## src/sv/dpfr_pkg.sv

```systemverilog
// Shared constants, port widths and controller/datapath interface types for the frame replacer.
`timescale 1ns / 1ps

package dpfr_pkg;

  localparam int DEF_MAX_PAGES  = 256;
  localparam int DEF_MAX_FRAMES = 64;
  localparam int SCAN_LANES     = 8;

  localparam int PAGE_W        = 8;
  localparam int FRAME_OUT_W   = 6;
  localparam int EVPAGE_W      = 8;
  localparam int PAGE_COUNT_W  = 9;
  localparam int FRAME_COUNT_W = 7;
  localparam int PID_W         = 8;
  localparam int CFG_IDX_W     = 2;
  localparam int CFG_DATA_W    = 9;
  localparam int S_DATA_W      = 8;
  localparam int M_DATA_W      = 24;
  localparam int M_PAD_W       = M_DATA_W - (1 + FRAME_OUT_W + 1 + EVPAGE_W + 1);

  localparam logic [CFG_IDX_W-1:0] CFG_PAGE_COUNT  = 2'd0;
  localparam logic [CFG_IDX_W-1:0] CFG_FRAME_COUNT = 2'd1;
  localparam logic [CFG_IDX_W-1:0] CFG_PROCESS_ID  = 2'd2;

  localparam logic [PAGE_COUNT_W-1:0]  PAGE_COUNT_RST  = 9'd256;
  localparam logic [FRAME_COUNT_W-1:0] FRAME_COUNT_RST = 7'd64;
  localparam logic [PID_W-1:0]         PID_RST         = 8'd0;

  typedef struct packed {
    logic accept;
    logic set_oor;
    logic set_hit;
    logic start_free;
    logic start_vict;
    logic step;
    logic rd_victim;
    logic set_nofr;
    logic load;
    logic push;
  } dpfr_cmd_t;

  typedef struct packed {
    logic oor;
    logic hit;
    logic can_free;
    logic found;
    logic last;
    logic out_full;
  } dpfr_stat_t;

endpackage

```

## src/sv/dpfr_ctrl.sv

```systemverilog
// Sequencing state machine for lookup, free-frame scan, victim scan, load and response.
`timescale 1ns / 1ps

module dpfr_ctrl (
  input  logic                clk_i,
  input  logic                rst_ni,
  input  logic                in_valid_i,
  output logic                in_ready_o,
  input  dpfr_pkg::dpfr_stat_t stat_i,
  output dpfr_pkg::dpfr_cmd_t  cmd_o
);
  import dpfr_pkg::*;

  typedef enum logic [2:0] {
    ST_IDLE,
    ST_LOOKUP,
    ST_FSCAN,
    ST_VSCAN,
    ST_VREAD,
    ST_LOAD,
    ST_RESP
  } state_e;

  state_e state_q, state_d;

  assign in_ready_o = (state_q == ST_IDLE);

  always_comb begin
    state_d = state_q;
    cmd_o   = '0;
    unique case (state_q)
      ST_IDLE: begin
        if (in_valid_i) begin
          cmd_o.accept = 1'b1;
          state_d      = ST_LOOKUP;
        end
      end
      ST_LOOKUP: begin
        if (stat_i.oor) begin
          cmd_o.set_oor = 1'b1;
          state_d       = ST_RESP;
        end else if (stat_i.hit) begin
          cmd_o.set_hit = 1'b1;
          state_d       = ST_RESP;
        end else if (stat_i.can_free) begin
          cmd_o.start_free = 1'b1;
          state_d          = ST_FSCAN;
        end else begin
          cmd_o.start_vict = 1'b1;
          state_d          = ST_VSCAN;
        end
      end
      ST_FSCAN: begin
        cmd_o.step = 1'b1;
        if (stat_i.found) begin
          state_d = ST_LOAD;
        end else if (stat_i.last) begin
          cmd_o.start_vict = 1'b1;
          state_d          = ST_VSCAN;
        end
      end
      ST_VSCAN: begin
        cmd_o.step = 1'b1;
        if (stat_i.found) begin
          state_d = ST_VREAD;
        end else if (stat_i.last) begin
          cmd_o.set_nofr = 1'b1;
          state_d        = ST_RESP;
        end
      end
      ST_VREAD: begin
        cmd_o.rd_victim = 1'b1;
        state_d         = ST_LOAD;
      end
      ST_LOAD: begin
        cmd_o.load = 1'b1;
        state_d    = ST_RESP;
      end
      ST_RESP: begin
        if (!stat_i.out_full) begin
          cmd_o.push = 1'b1;
          state_d    = ST_IDLE;
        end
      end
      default: state_d = ST_IDLE;
    endcase
  end

  always_ff @(posedge clk_i or negedge rst_ni) begin
    if (!rst_ni) begin
      state_q <= ST_IDLE;
    end else begin
      state_q <= state_d;
    end
  end

endmodule

```

## config.mk

```make
export PLATFORM = sky130hd
export DESIGN_NAME = dpfr_ctrl
export DESIGN_NICKNAME = d
export VERILOG_FILES = /design/src/sv/dpfr_pkg.sv /design/src/sv/dpfr_ctrl.sv
export SDC_FILE = /design/constraint.sdc
export NUM_CORES = 1
export LEC_CHECK = 0
export ABC_CLOCK_PERIOD_IN_PS = 2100
export BUFFER_PORTS_ARGS = -buffer_cell sky130_fd_sc_hd__buf_2
export CAP_MARGIN = 5
export CORE_AREA = 4 4 41 43
export DETAILED_ROUTE_END_ITERATION = 10
export DIE_AREA = 0 0 45 47
export GPL_ROUTABILITY_DRIVEN = 0
export PLACE_DENSITY = 0.6
export SYNTH_ARGS = -nofsm -noshare
export SYNTH_HDL_FRONTEND = slang
export SYNTH_SLANG_ARGS = --single-unit
```

## constraint.sdc

```tcl
create_clock -name clk_i -period 2.1 [get_ports clk_i]
set_clock_uncertainty 0.15 [all_clocks]
set_input_delay 0.105 -clock clk_i [delete_from_list [all_inputs] [get_ports clk_i]]
set_output_delay 0.105 -clock clk_i [all_outputs]
set_load 0.02 [all_outputs]
```

==> results_dict.tcl <==
set metrics [dict create \
    cts_tree "built" \
    reg2reg_slack_ns 0.68 \
    worst_setup_path_end_kind "output port" \
    required_ns 1.85 \
    fin_ws_ns 0.347 \
    yosys.area_share.xor_xnor 0 \
    fmax_mhz 570 \
    fill_cells 144 \
    grt_start_max_net_pins 17 \
    die_area_um2 2120 \
    setup_tns_ns 0 \
    initial_core_util 0.263 \
    setup_viol 0 \
    netlist.area_leader.share 0.219 \
    top_regs "state_q: 3 flops" \
    yosysTopAreaCell "dfrtp_1" \
    wl_per_cell_um 11.2 \
    path_max_fanout 16 \
    hold_viol 0 \
    nNetsFinal 70 \
    relSlewSlack 0.635 \
    cap_violations 0 \
    first_global_vias 343 \
    finalMaxSlewViolations 0 \
    via_count 368 \
    synth_adder_area_share 0 \
    synthSimpleGateAreaFrac 0.474 \
    synth_ff_type "dfrtp_1" \
    cp-start-kind "register" \
    synth_top_family_by_area "simple AND/OR/NAND/NOR gates" \
    r2r_cells 3 \
    drc_errors 0 \
    firstDrtPassIters 4 \
    ant_nets 0 \
    yosys-top-cells-count "5 x nor2_1, 3 x a21oi_1, 3 x dfrtp_1" \
    p_leak_nw 0.215 \
    syn_nets 48 \
    yosysMostFrequentCell "nor2_1" \
    critPathArrivalTime_ns 1.50 \
    worst_slew_pin_slew_ns 0.548 \
    grt_pass1_wl_mm 1.39 \
    yosysSeqAreaShare 0.219 \
    yosysUniqueCellTypes 25 \
    die_h_um 47 \
    hp-class "in2async" \
    cts_sinks 3 \
    rows 13 \
    layout-drive-gt1-share 0.467 \
    synthTopCellsByArea "dfrtp_1 22%, nor4_4 6.2%, nor3_2 5.8%" \
    post-route-min-period_ns 1.75 \
    syn_area_um2 343 \
    cts_inserted_buffers 3 \
    dp_slack_ns 0.599 \
    syn_avg_cell_area_um2 8.79 \
    synthCells 39 \
    largest-register "state_q" \
    clockBufferDepth 2 \
    area_delta_synth_final_pct 38.3 \
    post_cts_resized 0 \
    gr-usage-all-layers 0.0909 \
    htreeDepth 1 \
    io_pins 20 \
    grt.overflow.total 0 \
    status "completed" \
    clock_latency_ns 0.23 \
    muxShareOfSynthArea 0 \
    core_um2 1300 \
    ir_drop_v 0.000586 \
    place.port_buffers 19 \
    viasPerCell 4.91 \
    clk_pin_slew_ns 0.04 \
    drt_iter0_drc 7 \
    ys_async_sr_fraction 1.00 \
    period_share 0.835 \
    multi_input_area_um2 235 \
    timing.rr.start "state_q[1]" \
    largest_reg_flops 3 \
    rsz0062_at_grt "no" \
    synth-seq-cells 3 \
    diodes 0 \
    drt_wl_total_um 838 \
    regArea_um2 75.1 \
    r2r_end "state_q[2]" \
    root_buffer "clkbuf_4" \
    critPathKind "reg2out" \
    synth-compound-area-share 0.212 \
    post-dp-hpwl_um 648 \
    synth-edff-count 0 \
    antenna_found_initial 0 \
    powerDensity_nw_per_um2 1270 \
    die_w_um 45 \
    yosysWarnings 0 \
]
routing by layer:
metal	routed length, um	vias to the layer above	global-route usage
met4	8	0	0.0702
li1	-	190	-
met3	111	2	0.0268
met1	329	153	0.103
met5	0	-	0
met2	389	23	0.144
what timing repair did:
item / CTS / global route
hold endpoints to repair: 4 / 0
hold buffers: 2 / 0
buffers inserted: 0 / 0
final cells by class:
class,instances,area share
clock buffers,4,0.0554
inverters,1,0.00792
multi-input cells,31,0.496
flip-flops and latches,3,0.158
well taps,15,0.0396
repair buffers,21,0.243
how the worst max path moves through the flow:
stage                     cells after the start  startpoint        to
final                                         4  state_q[1]  cmd_o[5]
after global routing                          4  state_q[1]  cmd_o[5]
after CTS                                     4  state_q[1]  cmd_o[5]
after detailed placement                      4  state_q[1]  cmd_o[5]
after global placement                        3  state_q[2]  cmd_o[7]
after floorplan                               3  state_q[1]  cmd_o[1]
cell families after synthesis:
| logic type | count (synthesis) |
|---|---|
| AND/OR/NAND/NOR | 21 |
| AO/OA/AOI/OAI | 10 |
| buffers and inverters | 5 |
| flip-flops | 3 |
where the power goes:
part           internal (mW)  total, mW  switching (mW)
combinational          0.145      0.311           0.166
clock                 0.0710     0.0985          0.0275
sequential            0.0868      0.193           0.106
worst max-delay path, cell delays in order, from the launching register on:
cell and delay (ns):
dfrtp_1 0.68, nand3b_1 0.18, a2bb2oi_1 0.16, nor2_1 0.08
buf_2 0.17
through the flow:
step                instance area, um2  power (mW)  hold slack, ns  std cells   util
finish                             474       0.602          0.0534         75  0.364
global route                       474       0.656          0.0680         75  0.364
CTS                                474       0.611          0.0517         75  0.364
detailed placement                 428       0.505          -0.248         69  0.329
global placement                   428       0.504          -0.250         69  0.329
floorplan                          343       0.451          -0.341         39      -
cells in the final DEF (no fill, tap or decap), drive strengths merged:
| cell | netlist | routed |
|---|---|---|
| nor4 | 1 | 1 |
| nor3b | 2 | 2 |
| nand2b | 2 | 2 |
| a31oi | 1 | 1 |
| o21a | 1 | 1 |
| nor2b | 2 | 2 |
| buf | 4 | 19 |
| dfrtp | 3 | 3 |
| and4bb | 1 | 1 |
| nor3 | 2 | 2 |
| o221ai | 1 | 1 |
| clkbuf | 0 | 4 |
| nor2 | 5 | 5 |
| nand3b | 1 | 1 |
| dlygate4sd3 | 0 | 2 |
| a2bb2oi | 1 | 1 |
| nor4b | 1 | 1 |
| a211oi | 1 | 1 |
| nand3 | 1 | 1 |
| o211ai | 1 | 1 |
| inv | 1 | 1 |
| and4b | 1 | 1 |
| a21oi | 3 | 3 |
| o21ai | 1 | 1 |
| and2 | 2 | 2 |
No activity file was read; power rests on OpenSTA's default activity.
